<file path="src/hdl/lpr_pkg.sv">
// ----------------------------------------------------------------------------
// lpr_pkg
// Shared types, constants and helper functions of the line pixel rasterizer.
// ----------------------------------------------------------------------------
package lpr_pkg;

    // Geometry limits.
    localparam int MAX_SIDE   = 2048;
    localparam int COORD_BITS = 16;

    // Derived widths.
    localparam int CoordW  = COORD_BITS;            // signed endpoint coordinate
    localparam int DeltaW  = COORD_BITS;            // absolute delta / length
    localparam int SideW   = $clog2(MAX_SIDE) + 1;  // effective screen side
    localparam int PixW    = $clog2(MAX_SIDE);      // clamped coordinate
    localparam int ProdW   = PixW + SideW;          // row offset product
    localparam int IndexW  = 22;                    // frame buffer index field
    localparam int ColorW  = 16;                    // pixel color field
    localparam int CfgW    = 12;                    // configuration register width
    localparam int CfgIdxW = 1;                     // configuration register index

    // Configuration register indexes.
    localparam logic [CfgIdxW-1:0] REG_SCREEN_WIDTH  = 1'b0;
    localparam logic [CfgIdxW-1:0] REG_SCREEN_HEIGHT = 1'b1;

    // Configuration reset values.
    localparam logic [CfgW-1:0] SCREEN_WIDTH_RESET  = CfgW'(640);
    localparam logic [CfgW-1:0] SCREEN_HEIGHT_RESET = CfgW'(480);

    // Input function codes.
    localparam logic FUNC_START = 1'b0;
    localparam logic FUNC_STEP  = 1'b1;

    // One pixel between the stepping logic and the index stage.
    typedef struct packed {
        logic              valid;
        logic              last;
        logic [PixW-1:0]   x;
        logic [PixW-1:0]   y;
        logic [ColorW-1:0] color;
        logic [SideW-1:0]  stride;
    } pix_t;

    // Limit a screen side register to the range 1 .. MAX_SIDE.
    function automatic logic [SideW-1:0] side_limit(input logic [CfgW-1:0] side_reg);
        logic [SideW-1:0] result;
        if (side_reg == '0)
        begin
            result = SideW'(1);
        end
        else if (32'(side_reg) > MAX_SIDE)
        begin
            result = SideW'(MAX_SIDE);
        end
        else
        begin
            result = SideW'(side_reg);
        end
        return result;
    endfunction

    // Clamp a signed coordinate to 0 .. side-1.
    function automatic logic [PixW-1:0] clamp_coord(input logic signed [CoordW-1:0] value,
                                                    input logic [SideW-1:0] side);
        logic [SideW-1:0] limit;
        logic [PixW-1:0]  result;
        limit = side - SideW'(1);
        if (value[CoordW-1])
        begin
            result = '0;
        end
        else if (32'($unsigned(value)) > 32'(limit))
        begin
            result = limit[PixW-1:0];
        end
        else
        begin
            result = value[PixW-1:0];
        end
        return result;
    endfunction

endpackage

</file>
<file path="src/hdl/line_pixel_rasterizer_unit.sv">
// ----------------------------------------------------------------------------
// line_pixel_rasterizer_unit
// Integer DDA line rasterizer that emits one clamped pixel write per item.
// ----------------------------------------------------------------------------
// Usage:
// - Input channel (in_valid / in_stall): func 0 starts a line from x_start,
//   y_start, x_end, y_end and pen_color; func 1 requests the next pixel.
// - Output channel (out_valid / out_stall): one result per input transaction.
//   pixel_valid is 0 for a step request with no active line. last marks the
//   endpoint, so a line gives major length + 1 pixels.
// - Configuration: cfg_write with cfg_index selects screen_width (0) or
//   screen_height (1); write only while the block is idle.
// - Path: an accepted transaction is registered in the line step stage, then
//   passes the row index multiply into the output register.
// - Throughput: one transaction per cycle while in_stall is low; the DDA step
//   updates the line state on every accepted transaction.
// - A stalled output holds its result; the block keeps accepting until both
//   stages are full, then raises in_stall.
// - Reset clears the line state and both stages and restores the screen size
//   to 640 by 480.
// ----------------------------------------------------------------------------
module line_pixel_rasterizer_unit
    import lpr_pkg::*;
(
    input  logic                     clk,
    input  logic                     rst_n,

    input  logic                     cfg_write,
    input  logic [CfgIdxW-1:0]       cfg_index,
    input  logic [CfgW-1:0]          cfg_data,

    input  logic                     in_valid,
    output logic                     in_stall,
    input  logic                     func,
    input  logic signed [CoordW-1:0] x_start,
    input  logic signed [CoordW-1:0] y_start,
    input  logic signed [CoordW-1:0] x_end,
    input  logic signed [CoordW-1:0] y_end,
    input  logic [ColorW-1:0]        pen_color,

    output logic                     out_valid,
    input  logic                     out_stall,
    output logic                     pixel_valid,
    output logic [IndexW-1:0]        pixel_index,
    output logic [PixW-1:0]          pixel_x,
    output logic [PixW-1:0]          pixel_y,
    output logic [ColorW-1:0]        pixel_color,
    output logic                     last
);

    logic [CfgW-1:0]   width_reg;
    logic [CfgW-1:0]   height_reg;

    logic              in_accept;
    logic              s1_free;
    logic              s2_free;
    pix_t              pix;

    logic              s1_valid_reg;
    pix_t              s1_pix_reg;

    logic [ProdW-1:0]  row_offset;
    logic [IndexW-1:0] index_next;

    logic              out_valid_reg;
    logic              pixel_valid_reg;
    logic [IndexW-1:0] pixel_index_reg;
    logic [PixW-1:0]   pixel_x_reg;
    logic [PixW-1:0]   pixel_y_reg;
    logic [ColorW-1:0] pixel_color_reg;
    logic              last_reg;

    // Configuration registers.
    always_ff @(posedge clk or negedge rst_n)
    begin
        if (!rst_n)
        begin
            width_reg  <= SCREEN_WIDTH_RESET;
            height_reg <= SCREEN_HEIGHT_RESET;
        end
        else if (cfg_write)
        begin
            case (cfg_index)
                REG_SCREEN_WIDTH:  width_reg  <= cfg_data;
                REG_SCREEN_HEIGHT: height_reg <= cfg_data;
                default:           width_reg  <= width_reg;
            endcase
        end
    end

    // Pipeline flow control: each stage moves when the next one can take it.
    assign s2_free   = !out_valid_reg || !out_stall;
    assign s1_free   = !s1_valid_reg || s2_free;
    assign in_stall  = !s1_free;
    assign in_accept = in_valid && s1_free;

    // Line stepping and clamping.
    lpr_dda u_dda
    (
        .clk        (clk),
        .rst_n      (rst_n),
        .accept     (in_accept),
        .func       (func),
        .x_start    (x_start),
        .y_start    (y_start),
        .x_end      (x_end),
        .y_end      (y_end),
        .pen_color  (pen_color),
        .width_cfg  (width_reg),
        .height_cfg (height_reg),
        .pix        (pix)
    );

    // Stage one register holds the clamped pixel.
    always_ff @(posedge clk or negedge rst_n)
    begin
        if (!rst_n)
        begin
            s1_valid_reg <= 1'b0;
        end
        else if (s1_free)
        begin
            s1_valid_reg <= in_accept;
        end
    end

    always_ff @(posedge clk)
    begin
        if (s1_free)
        begin
            s1_pix_reg <= pix;
        end
    end

    // Linear index: clamped y times the row stride plus clamped x.
    assign row_offset = {{SideW{1'b0}}, s1_pix_reg.y} * {{PixW{1'b0}}, s1_pix_reg.stride};
    assign index_next = IndexW'(row_offset + {{SideW{1'b0}}, s1_pix_reg.x});

    // Output register.
    always_ff @(posedge clk or negedge rst_n)
    begin
        if (!rst_n)
        begin
            out_valid_reg <= 1'b0;
        end
        else if (s2_free)
        begin
            out_valid_reg <= s1_valid_reg;
        end
    end

    always_ff @(posedge clk)
    begin
        if (s2_free && s1_valid_reg)
        begin
            pixel_valid_reg <= s1_pix_reg.valid;
            pixel_index_reg <= index_next;
            pixel_x_reg     <= s1_pix_reg.x;
            pixel_y_reg     <= s1_pix_reg.y;
            pixel_color_reg <= s1_pix_reg.color;
            last_reg        <= s1_pix_reg.last;
        end
    end

    assign out_valid   = out_valid_reg;
    assign pixel_valid = pixel_valid_reg;
    assign pixel_index = pixel_index_reg;
    assign pixel_x     = pixel_x_reg;
    assign pixel_y     = pixel_y_reg;
    assign pixel_color = pixel_color_reg;
    assign last        = last_reg;

    // An accepted transaction always lands in stage one.
    a_accept_fills_s1: assert property (@(posedge clk) disable iff (!rst_n)
        in_accept |=> s1_valid_reg)
        else $error("accepted transaction lost before stage one");

    // A blocked stage one keeps its pixel.
    a_s1_holds: assert property (@(posedge clk) disable iff (!rst_n)
        (s1_valid_reg && !s2_free) |=> (s1_valid_reg && $stable(s1_pix_reg)))
        else $error("stage one changed while blocked");

    // A step without a line delivers an all-zero pixel.
    a_idle_step_zero: assert property (@(posedge clk) disable iff (!rst_n)
        (out_valid && !pixel_valid) |-> ((pixel_index == '0) && (pixel_x == '0)
                                          && (pixel_y == '0) && (pixel_color == '0)
                                          && !last))
        else $error("idle step result carries pixel data");

endmodule

</file>
<file path="src/hdl/lpr_dda.sv">
// ----------------------------------------------------------------------------
// lpr_dda
// Line state, loaded by a start and advanced one DDA step per accepted step; the
// clamped pixel of each transaction is produced combinationally.
// ----------------------------------------------------------------------------
module lpr_dda
    import lpr_pkg::*;
(
    input  logic                     clk,
    input  logic                     rst_n,
    input  logic                     accept,
    input  logic                     func,
    input  logic signed [CoordW-1:0] x_start,
    input  logic signed [CoordW-1:0] y_start,
    input  logic signed [CoordW-1:0] x_end,
    input  logic signed [CoordW-1:0] y_end,
    input  logic [ColorW-1:0]        pen_color,
    input  logic [CfgW-1:0]          width_cfg,
    input  logic [CfgW-1:0]          height_cfg,
    output pix_t                     pix
);

    // Line state registers.
    logic signed [CoordW-1:0] cur_x_reg, cur_x_next;
    logic signed [CoordW-1:0] cur_y_reg, cur_y_next;
    logic [DeltaW-1:0]        err_x_reg, err_x_next;
    logic [DeltaW-1:0]        err_y_reg, err_y_next;
    logic [DeltaW-1:0]        abs_dx_reg, abs_dx_next;
    logic [DeltaW-1:0]        abs_dy_reg, abs_dy_next;
    logic [DeltaW-1:0]        major_len_reg, major_len_next;
    logic [DeltaW-1:0]        steps_left_reg, steps_left_next;
    logic signed [1:0]        dir_x_reg, dir_x_next;
    logic signed [1:0]        dir_y_reg, dir_y_next;
    logic [ColorW-1:0]        line_color_reg, line_color_next;
    logic                     line_active_reg, line_active_next;

    // Start-of-line arithmetic.
    logic signed [CoordW:0]   dx;
    logic signed [CoordW:0]   dy;
    logic signed [CoordW:0]   dx_abs;
    logic signed [CoordW:0]   dy_abs;

    // Step arithmetic.
    logic [DeltaW:0]          sum_x;
    logic [DeltaW:0]          sum_y;

    // Emitted pixel.
    logic                     emit_valid;
    logic                     emit_last;
    logic [SideW-1:0]         w_eff;
    logic [SideW-1:0]         h_eff;

    assign dx     = {x_end[CoordW-1], x_end} - {x_start[CoordW-1], x_start};
    assign dy     = {y_end[CoordW-1], y_end} - {y_start[CoordW-1], y_start};
    assign dx_abs = dx[CoordW] ? -dx : dx;
    assign dy_abs = dy[CoordW] ? -dy : dy;

    assign sum_x  = {1'b0, err_x_reg} + {1'b0, abs_dx_reg};
    assign sum_y  = {1'b0, err_y_reg} + {1'b0, abs_dy_reg};

    assign w_eff  = side_limit(width_cfg);
    assign h_eff  = side_limit(height_cfg);

    // Next line state and the pixel that this transaction emits.
    always_comb
    begin
        cur_x_next       = cur_x_reg;
        cur_y_next       = cur_y_reg;
        err_x_next       = err_x_reg;
        err_y_next       = err_y_reg;
        abs_dx_next      = abs_dx_reg;
        abs_dy_next      = abs_dy_reg;
        major_len_next   = major_len_reg;
        steps_left_next  = steps_left_reg;
        dir_x_next       = dir_x_reg;
        dir_y_next       = dir_y_reg;
        line_color_next  = line_color_reg;
        line_active_next = line_active_reg;
        emit_valid       = 1'b0;
        emit_last        = 1'b0;

        case (func)
            FUNC_START:
            begin
                abs_dx_next      = dx_abs[DeltaW-1:0];
                abs_dy_next      = dy_abs[DeltaW-1:0];
                dir_x_next       = dx[CoordW] ? -2'sd1 : ((dx != '0) ? 2'sd1 : 2'sd0);
                dir_y_next       = dy[CoordW] ? -2'sd1 : ((dy != '0) ? 2'sd1 : 2'sd0);
                major_len_next   = (dx_abs > dy_abs) ? dx_abs[DeltaW-1:0]
                                                     : dy_abs[DeltaW-1:0];
                steps_left_next  = major_len_next;
                err_x_next       = '0;
                err_y_next       = '0;
                cur_x_next       = x_start;
                cur_y_next       = y_start;
                line_color_next  = pen_color;
                line_active_next = (major_len_next != '0);
                emit_valid       = 1'b1;
                emit_last        = (major_len_next == '0);
            end
            FUNC_STEP:
            begin
                if (line_active_reg)
                begin
                    // Each axis advances when its accumulator reaches the length.
                    if (sum_x >= {1'b0, major_len_reg})
                    begin
                        err_x_next = DeltaW'(sum_x - {1'b0, major_len_reg});
                        cur_x_next = cur_x_reg + CoordW'(dir_x_reg);
                    end
                    else
                    begin
                        err_x_next = sum_x[DeltaW-1:0];
                    end
                    if (sum_y >= {1'b0, major_len_reg})
                    begin
                        err_y_next = DeltaW'(sum_y - {1'b0, major_len_reg});
                        cur_y_next = cur_y_reg + CoordW'(dir_y_reg);
                    end
                    else
                    begin
                        err_y_next = sum_y[DeltaW-1:0];
                    end
                    steps_left_next  = steps_left_reg - DeltaW'(1);
                    line_active_next = (steps_left_next != '0);
                    emit_valid       = 1'b1;
                    emit_last        = (steps_left_next == '0);
                end
            end
            default:
            begin
                emit_valid = 1'b0;
            end
        endcase
    end

    // Clamp the new position; a step without a line gives an all-zero pixel.
    always_comb
    begin
        pix = '0;
        if (emit_valid)
        begin
            pix.valid  = 1'b1;
            pix.last   = emit_last;
            pix.x      = clamp_coord(cur_x_next, w_eff);
            pix.y      = clamp_coord(cur_y_next, h_eff);
            pix.color  = line_color_next;
            pix.stride = w_eff;
        end
    end

    // State update on every accepted transaction.
    always_ff @(posedge clk or negedge rst_n)
    begin
        if (!rst_n)
        begin
            cur_x_reg       <= '0;
            cur_y_reg       <= '0;
            err_x_reg       <= '0;
            err_y_reg       <= '0;
            abs_dx_reg      <= '0;
            abs_dy_reg      <= '0;
            major_len_reg   <= '0;
            steps_left_reg  <= '0;
            dir_x_reg       <= '0;
            dir_y_reg       <= '0;
            line_color_reg  <= '0;
            line_active_reg <= 1'b0;
        end
        else if (accept)
        begin
            cur_x_reg       <= cur_x_next;
            cur_y_reg       <= cur_y_next;
            err_x_reg       <= err_x_next;
            err_y_reg       <= err_y_next;
            abs_dx_reg      <= abs_dx_next;
            abs_dy_reg      <= abs_dy_next;
            major_len_reg   <= major_len_next;
            steps_left_reg  <= steps_left_next;
            dir_x_reg       <= dir_x_next;
            dir_y_reg       <= dir_y_next;
            line_color_reg  <= line_color_next;
            line_active_reg <= line_active_next;
        end
    end

    // An active line always has steps remaining.
    a_active_has_steps: assert property (@(posedge clk) disable iff (!rst_n)
        line_active_reg |-> (steps_left_reg != '0))
        else $error("active line with no steps left");

    // The accumulators stay below the major length while a line is active.
    a_err_below_len: assert property (@(posedge clk) disable iff (!rst_n)
        line_active_reg |-> ((err_x_reg < major_len_reg) && (err_y_reg < major_len_reg)))
        else $error("error accumulator reached the major length");

endmodule
</file>
<file path="config.mk">
export PLATFORM = sky130hd
export DESIGN_NAME = line_pixel_rasterizer_unit
export DESIGN_NICKNAME = d
export VERILOG_FILES = /design/src/hdl/lpr_pkg.sv /design/src/hdl/line_pixel_rasterizer_unit.sv /design/src/hdl/lpr_dda.sv
export SDC_FILE = /design/constraint.sdc
export NUM_CORES = 1
export LEC_CHECK = 0
export BUFFER_PORTS_ARGS = -buffer_cell sky130_fd_sc_hd__buf_4
export CAP_MARGIN = 20
export CORE_MARGIN = 3
export CORE_UTILIZATION = 30
export DETAILED_ROUTE_END_ITERATION = 6
export SETUP_SLACK_MARGIN = 0.05
export SLEW_MARGIN = 15
export SYNTH_ARGS = -nofsm -noshare
export SYNTH_HDL_FRONTEND = slang
export SYNTH_SLANG_ARGS = --single-unit
</file>
<file path="constraint.sdc">
create_clock -name clk -period 7.5 [get_ports clk]
set_input_delay 1.5 -clock clk [delete_from_list [all_inputs] [get_ports clk]]
set_output_delay 1.5 -clock clk [all_outputs]
set_load 0.005 [all_outputs]
</file>
==> summary.md, run 1 <==
| Metric | Value |
|---|---|
| Layout cells sized above 1 | `12.9%` |
| Max reg flops | `52` |
| RSZ-0062 raised after global routing | `no` |
| Vias per cell | `between 5 and 6` |
| # clock sinks | `289` |
| CP max-delay cell | `or4_1` |
| Seq/Total Area, Yosys | `a little under a third` |
| Initial DRC count | `approximately 1.2k` |
| CP Capture Type | `flip-flop` |
| First-pass GRT wire length | `about 120000 um` |
| Required time worst endpoint | `7.83 ns` |
| Routed WL per cell | `about 18 um` |
| Ranking of synthesized cells by area | `dfrtp_1 17%, edfxtp_1 13%, ha_1 11%` |
| Power Total | `13.8 mW` |
| Primary FF master, synth | `dfrtp_1` |
| Clk root buf | `clkbuf_16` |
| Yosys Warn Count | `0` |
| Post-synthesis cell type count | `between 100 and 150` |
| Hold path startpoint | `s1_pix_reg[22]$_SDFFCE_PP0N_` |
| GPL Wtd Cong | `a little under 0.9` |
| Tmin final | `6.97 ns` |
| Final setup fails | `0` |
| Outcome | `finished, final reports clean` |
| Most common cell after layout, fill and taps aside | `nand2_1` |
| Post-synth top area share | `16.6%` |
| CP startpoint | `u_dda.err_y_reg[0]$_DFFE_PN0P_` |
| Latest clock arrival within the worst-skew pair | `~0.6 ns` |
| Final HPWL DP | `58000 um` |
| Static Leak | `between 10 and 15 nW` |
| DIE HEIGHT | `around 300 um` |
| Max Cap Violations | `0` |
| Vias in the first global route | `21.0k` |
| Pin count of the biggest net entering global routing | `approximately 100` |
| Initial Utilization | `around 30%` |
| Row Count | `roughly 110` |
| Chip width | `approximately 300 um` |
| Worst hold path class | `reg2reg` |
| CTS tree | `built` |
| Synth async-reset ratio | `approximately three fifths` |
| IO Port Bufs | `roughly 160` |
| Total Routing Usage GR | `16.6%` |
| H-tree Lvls | `2` |
| Hold Fails Final Rpt | `0` |
| VDD IR max | `~0.25 mV` |
| Fin cells | `between 4k and 5k` |
| Arrival time at the worst endpoint | `between 7 and 8 ns` |
| Remaining DRCs | `0` |
| Core area | `approximately 84000 um^2` |
| ANT cells | `0` |
| Hold WS | `~0.42 ns` |
| Fin crit share | `~93%` |
| Synth-to-Final Area Change | `15.8%` |
| Nets | `3449` |
| F_max | `about 0.14 GHz` |
| IO Pins | `163` |
| Post-layout util | `roughly a third` |
| Fillers | `around 8.7k` |
| Pwr dens | `about 470 nW/um^2` |
| Synth Cell Area | `about 25000 um^2` |
| EDFF count, synth | `114` |
| Initial antenna violation count | `1` |
| Fin Setup TNS | `0 ns` |
| ANT nets after route | `0` |
| Clk slew on worst S/H paths | `roughly 0.06 ns` |
| Leading area contributor after synthesis | `dfrtp_1` |
| Inserted Clock Buffers | `37` |
| Die area | `between 80000 and 90000 um^2` |
| Worst Max-Slew Pin Slew | `around 0.95 ns` |
| Drt pass-1 iters | `5` |
| DR vias | `~21k` |
| Slew HR | `36.7%` |
| Worst Path Max Fanout | `19` |
| Global route overflow | `0` |
| Syn Area/Cell | `about 8.9 um^2` |
| Routed Wire Length | `between 70000 and 80000 um` |
| DP Cell Count | `a little over 4k` |
| Synth Instances | `between 2k and 3k` |
| Startpoint types | `flip-flop` |
| Max incr delay on CP | `0.58 ns` |
| Critical path class | `reg2reg` |
| Most frequent cells in the layout | `415 x nand2_1, 242 x inv_1, 232 x ha_1` |
| Clock Skews | `0.0361 ns` |
| CTS Buffer Depth | `3` |
| Synthesized flop and latch total | `around 290` |
| Reg-to-Reg Start | `u_dda.err_y_reg[0]$_DFFE_PN0P_` |
| CTS Hold Buffers Added | `0` |
| Fin. max-slew vios | `0` |
## where the power goes
part	switching, mW	internal (mW)	leakage, nW
combinational	5.14	3.96	9.67
clock	0.777	1.08	0.605
sequential	0.546	2.33	3.33
## worst paths after layout
kind / to / slack, ns / cells after the start
worst max register to register: s1_pix_reg[38]$_SDFFCE_PP0N_ / 0.53 / 31
max in group asynchronous: height_reg[6]$_DFFE_PN1P_ / 5.03 / 3
worst min-delay path: pixel_color[10]$_DFFE_PP_ / 0.42 / 0
worst min register to register: pixel_color[10]$_DFFE_PP_ / 0.42 / 0
min in group asynchronous: u_dda.line_color_reg[0]$_DFFE_PN0P_ / 1.04 / 1
worst max-delay path: s1_pix_reg[38]$_SDFFCE_PP0N_ / 0.53 / 31
## routing by layer
metal	GRT usage, %	wire length [um]	share of wire, %
met4	4.65	2010	2.7
met5	0	13	0.017
met2	28.1	35000	47
met1	21.0	32600	44
met3	4.01	4910	6.6
## cell usage after synthesis (61+ instances only)
master and n:
a21oi_1 147, inv_1 242, nor3_1 65, clkbuf_1 86
o21ai_0 164, fa_1 107, dfrtp_1 169, xnor2_1 95
edfxtp_1 114, a21o_1 61, nand3_1 69, and2_1 62
nor2_1 179, ha_1 232, nand2_1 417
## worst max-delay path, delay by kind of cell, from the launching register on
kind / cells / cell delay [ns]
adders and majority gates: 4 / 1.24
buffers and inverters: 3 / 0.38
xor gates and xnor gates: 1 / 0.09
DFF: 1 / 0.36
AOI/OAI and AO/OA: 14 / 2.59
and+or+nand+nor: 8 / 2.02
muxes: 1 / 0.06
## logic make-up after synthesis
group / share of synthesized area [%]
compound gates: 17.5
flops: 30.7
mux: 3.25
buf+inv: 5.30
xor+xnor: 4.88
fa+ha+maj: 19.8
simple gates: 18.6
other cells: 0.0147
## through the flow
| stage | setup WS, ns | instance area (um^2) |
|---|---|---|
| 6_report | 0.526 | 29500 |
| 3_5_place_dp | 0.132 | 28100 |
| 3_3_place_gp | 0.220 | 28100 |
| 4_1_cts | 0.315 | 29400 |
| 5_1_grt | 0.0954 | 29500 |
| 2_1_floorplan | 0.794 | 25500 |
## final cells by class
class	instances	area [um^2]	area share, %
tap	1134	1420	4.81
multi-input combinational	2219	16400	55.5
sequential	289	7810	26.5
clock inverter	22	278	0.942
inverter	242	908	3.08
clock buffer	45	976	3.31
timing repair buffer	222	1720	5.84
## repair_timing
item,CTS,global route
resized for setup,0,8
setup buffers,0,5
endpoints found under the setup margin,0,22
Power figures use the tool's default switching activity.
==> inputs of run 2 (changes only) <==
Settings changed: PLACE_DENSITY from default to 0.43.
==> run 2 against run 1 <==
  * Register-to-register slack improved by 0.05 ns
  * Routed wire length increased by 9.3%
  * Worst setup slack improved by 0.046 ns
  * Fmax increased by 0.66%
  * Final area increased by 0.65%
  * Critical path depth unchanged
  * Count of clock-buffer cells in the layout increased by 15
  * Global-route usage increased by 1.7 points
  * Via count increased by 0.88%
  * Clock skew increased by 0.0031 ns
  * Critical path type unchanged
==> summary.md, run 2 (synthesis gave the netlist of run 1 again) <==
| Metric | Value |
|---|---|
| Initial antenna violation count | `2 (was 1)` |
| Most common cell after layout, fill and taps aside | `nand2_1 (unchanged)` |
| Worst Max-Slew Pin Slew | `0.894 ns (was 0.950 ns)` |
| Dpl ws | `0.0656 ns (was 0.132 ns)` |
| DR vias | `21.3k (was 21.1k)` |
| # clock sinks | `289 (unchanged)` |
| VDD IR max | `0.197 mV (was 0.253 mV)` |
| Worst hold path class | `reg2reg (unchanged)` |
| R2R cell count | `31 (unchanged)` |
| Vias per cell | `5.08 (was 5.06)` |
| Latest clock arrival within the worst-skew pair | `0.57 ns (was 0.59 ns)` |
| Fin Setup TNS | `0 ns (unchanged)` |
| Worst Path Max Fanout | `19 (unchanged)` |
| Layout cells sized above 1 | `13.5% (was 12.9%)` |
| Static Leak | `13.7 nW (was 13.6 nW)` |
| Crit path capture | `s1_pix_reg[30]$_SDFFCE_PP0N_ (was s1_pix_reg[38]$_SDFFCE_PP0N_)` |
| Die area | `88400 um^2 (unchanged)` |
| Most frequent cells in the layout | `414 x nand2_1, 242 x inv_1, 232 x ha_1 (was 415 x nand2_1, 242 x inv_1, 232 x ha_1)` |
| Max Cap Violations | `0 (unchanged)` |
| Clk slew on worst S/H paths | `0.05 ns (was 0.06 ns)` |
| Final setup fails | `0 (unchanged)` |
| Routed WL per cell | `19.5 um (was 17.9 um)` |
| Vias in the first global route | `22.1k (was 21.0k)` |
| CP Capture Type | `flip-flop (unchanged)` |
| Startpoint types | `flip-flop (unchanged)` |
| Post-layout util | `35.4% (was 35.2%)` |
| Inserted Clock Buffers | `40 (was 37)` |
| CTS Hold Buffers Added | `0 (unchanged)` |
| Arrival time at the worst endpoint | `7.22 ns (was 7.31 ns)` |
| CP max-delay cell | `or4_4 (was or4_1)` |
| IO Port Bufs | `162 (unchanged)` |
| Initial Utilization | `30.4% (unchanged)` |
| CTS tree | `built (unchanged)` |
| Critical path class | `reg2reg (unchanged)` |
| Clk root buf | `clkbuf_16 (unchanged)` |
| Total Routing Usage GR | `18.2% (was 16.6%)` |
| Remaining DRCs | `0 (unchanged)` |
| First-pass GRT wire length | `129000 um (was 118000 um)` |
| Global route overflow | `0 (unchanged)` |
| Pwr dens | `477 nW/um^2 (was 469 nW/um^2)` |
| Synth-to-Final Area Change | `16.5% (was 15.8%)` |
| IO Pins | `163 (unchanged)` |
| FF-to-FF End | `s1_pix_reg[30]$_SDFFCE_PP0N_ (was s1_pix_reg[38]$_SDFFCE_PP0N_)` |
| Routed Wire Length | `81500 um (was 74500 um)` |
| Pin count of the biggest net entering global routing | `118 (was 103)` |
| Slew HR | `38.9% (was 36.7%)` |
| Outcome | `finished, final reports clean (unchanged)` |
| Initial DRC count | `976 (was 1238)` |
| CTS Buffer Depth | `3 (unchanged)` |
| Chip width | `297 um (unchanged)` |
| Hold Fails Final Rpt | `0 (unchanged)` |
| H-tree Lvls | `2 (unchanged)` |
| Fin. max-slew vios | `0 (unchanged)` |
| Required time worst endpoint | `7.80 ns (was 7.83 ns)` |
| DIE HEIGHT | `297 um (unchanged)` |
| ANT cells | `0 (unchanged)` |
| GPL Wtd Cong | `0.886 (was 0.894)` |
| RSZ-0062 raised after global routing | `no (unchanged)` |
| Max reg flops | `52 (unchanged)` |
| Core area | `83800 um^2 (unchanged)` |
| Clock Skews | `0.0392 ns (was 0.0361 ns)` |
| F_max | `0.144 GHz (was 0.143 GHz)` |
| Fin crit share | `92.4% (was 93.0%)` |
| Drt pass-1 iters | `5 (unchanged)` |
| FF-to-FF setup slack | `0.57 ns (was 0.53 ns)` |
| Max incr delay on CP | `0.56 ns (was 0.58 ns)` |
| Tmin final | `6.93 ns (was 6.97 ns)` |
| Final HPWL DP | `64300 um (was 58000 um)` |
| Row Count | `106 (unchanged)` |
| Reg-to-Reg Start | `u_dda.abs_dy_reg[0]$_DFFE_PN0P_ (was u_dda.err_y_reg[0]$_DFFE_PN0P_)` |
| Min setup slack post-route | `0.572 ns (was 0.526 ns)` |
| ANT nets after route | `0 (unchanged)` |
| Nets | `3460 (was 3449)` |
| CP startpoint | `u_dda.abs_dy_reg[0]$_DFFE_PN0P_ (was u_dda.err_y_reg[0]$_DFFE_PN0P_)` |
run 2: report_power, final:
group,internal (mW),switching [mW]
sequential,2.33,0.536
clock,1.20,0.762
combinational,3.98,5.34
total,7.51,6.63
run 2: worst min path at each step:
stage	from	to	slack, ns	cells after the start
after floorplan	s1_pix_reg[50]$_SDFFCE_PP0N_	last$_DFFE_PP_	0.40	0
after global placement	s1_pix_reg[13]$_SDFFCE_PP0N_	pixel_color[1]$_DFFE_PP_	0.40	0
after detailed placement	s1_pix_reg[22]$_SDFFCE_PP0N_	pixel_color[10]$_DFFE_PP_	0.40	0
after CTS	s1_pix_reg[22]$_SDFFCE_PP0N_	pixel_color[10]$_DFFE_PP_	0.42	0
after global routing	s1_pix_reg[19]$_SDFFCE_PP0N_	pixel_color[7]$_DFFE_PP_	0.42	0
final	s1_pix_reg[22]$_SDFFCE_PP0N_	pixel_color[10]$_DFFE_PP_	0.42	0
run 2: metrics by stage:
stage               instances  instance area [um^2]  hold slack, ns  total power, mW
floorplan                2857                 25500           0.400             9.49
finish                   4188                 29700           0.415             14.1
CTS                      4183                 29500           0.418             14.2
detailed placement       4109                 28200           0.405             12.1
global route             4188                 29700           0.423             15.6
global placement         4109                 28200           0.401             12.1
run 2: area by class of cell:
type / instances / area, um^2
Clock buffer: 60 / 1150
Clock inverter: 14 / 188
Fill cell: 8644 / 54100
Inverter: 242 / 908
Multi-Input combinational cell: 2219 / 16400
Sequential cell: 289 / 7810
Tap cell: 1134 / 1420
Timing Repair Buffer: 230 / 1780
run 2: timing repair:
action,in CTS,in global routing
endpoints found under the hold margin,0,0
gates resized for setup,0,21
setup buffers,0,3
setup endpoints to repair,0,22
run 2: per-layer routing:
layer  track usage (%)  up-vias  wire [um]
met3              2.44      105       2930
met4              4.82        0       2050
met2              32.6      430      40500
met5                 0        -          0
li1                  -    10380          -
met1              23.1    10379      36000
run 2: worst max-delay path, delay by kind of cell, from the launching register on:
family,cells,cell delay (ns)
muxes,1,0.22
and+or+nand+nor,8,1.93
DFF,1,0.35
adders and majority gates,4,1.28
AOI/OAI and AO/OA,14,2.39
xor gates and xnor gates,1,0.07
buffers and inverters,3,0.41
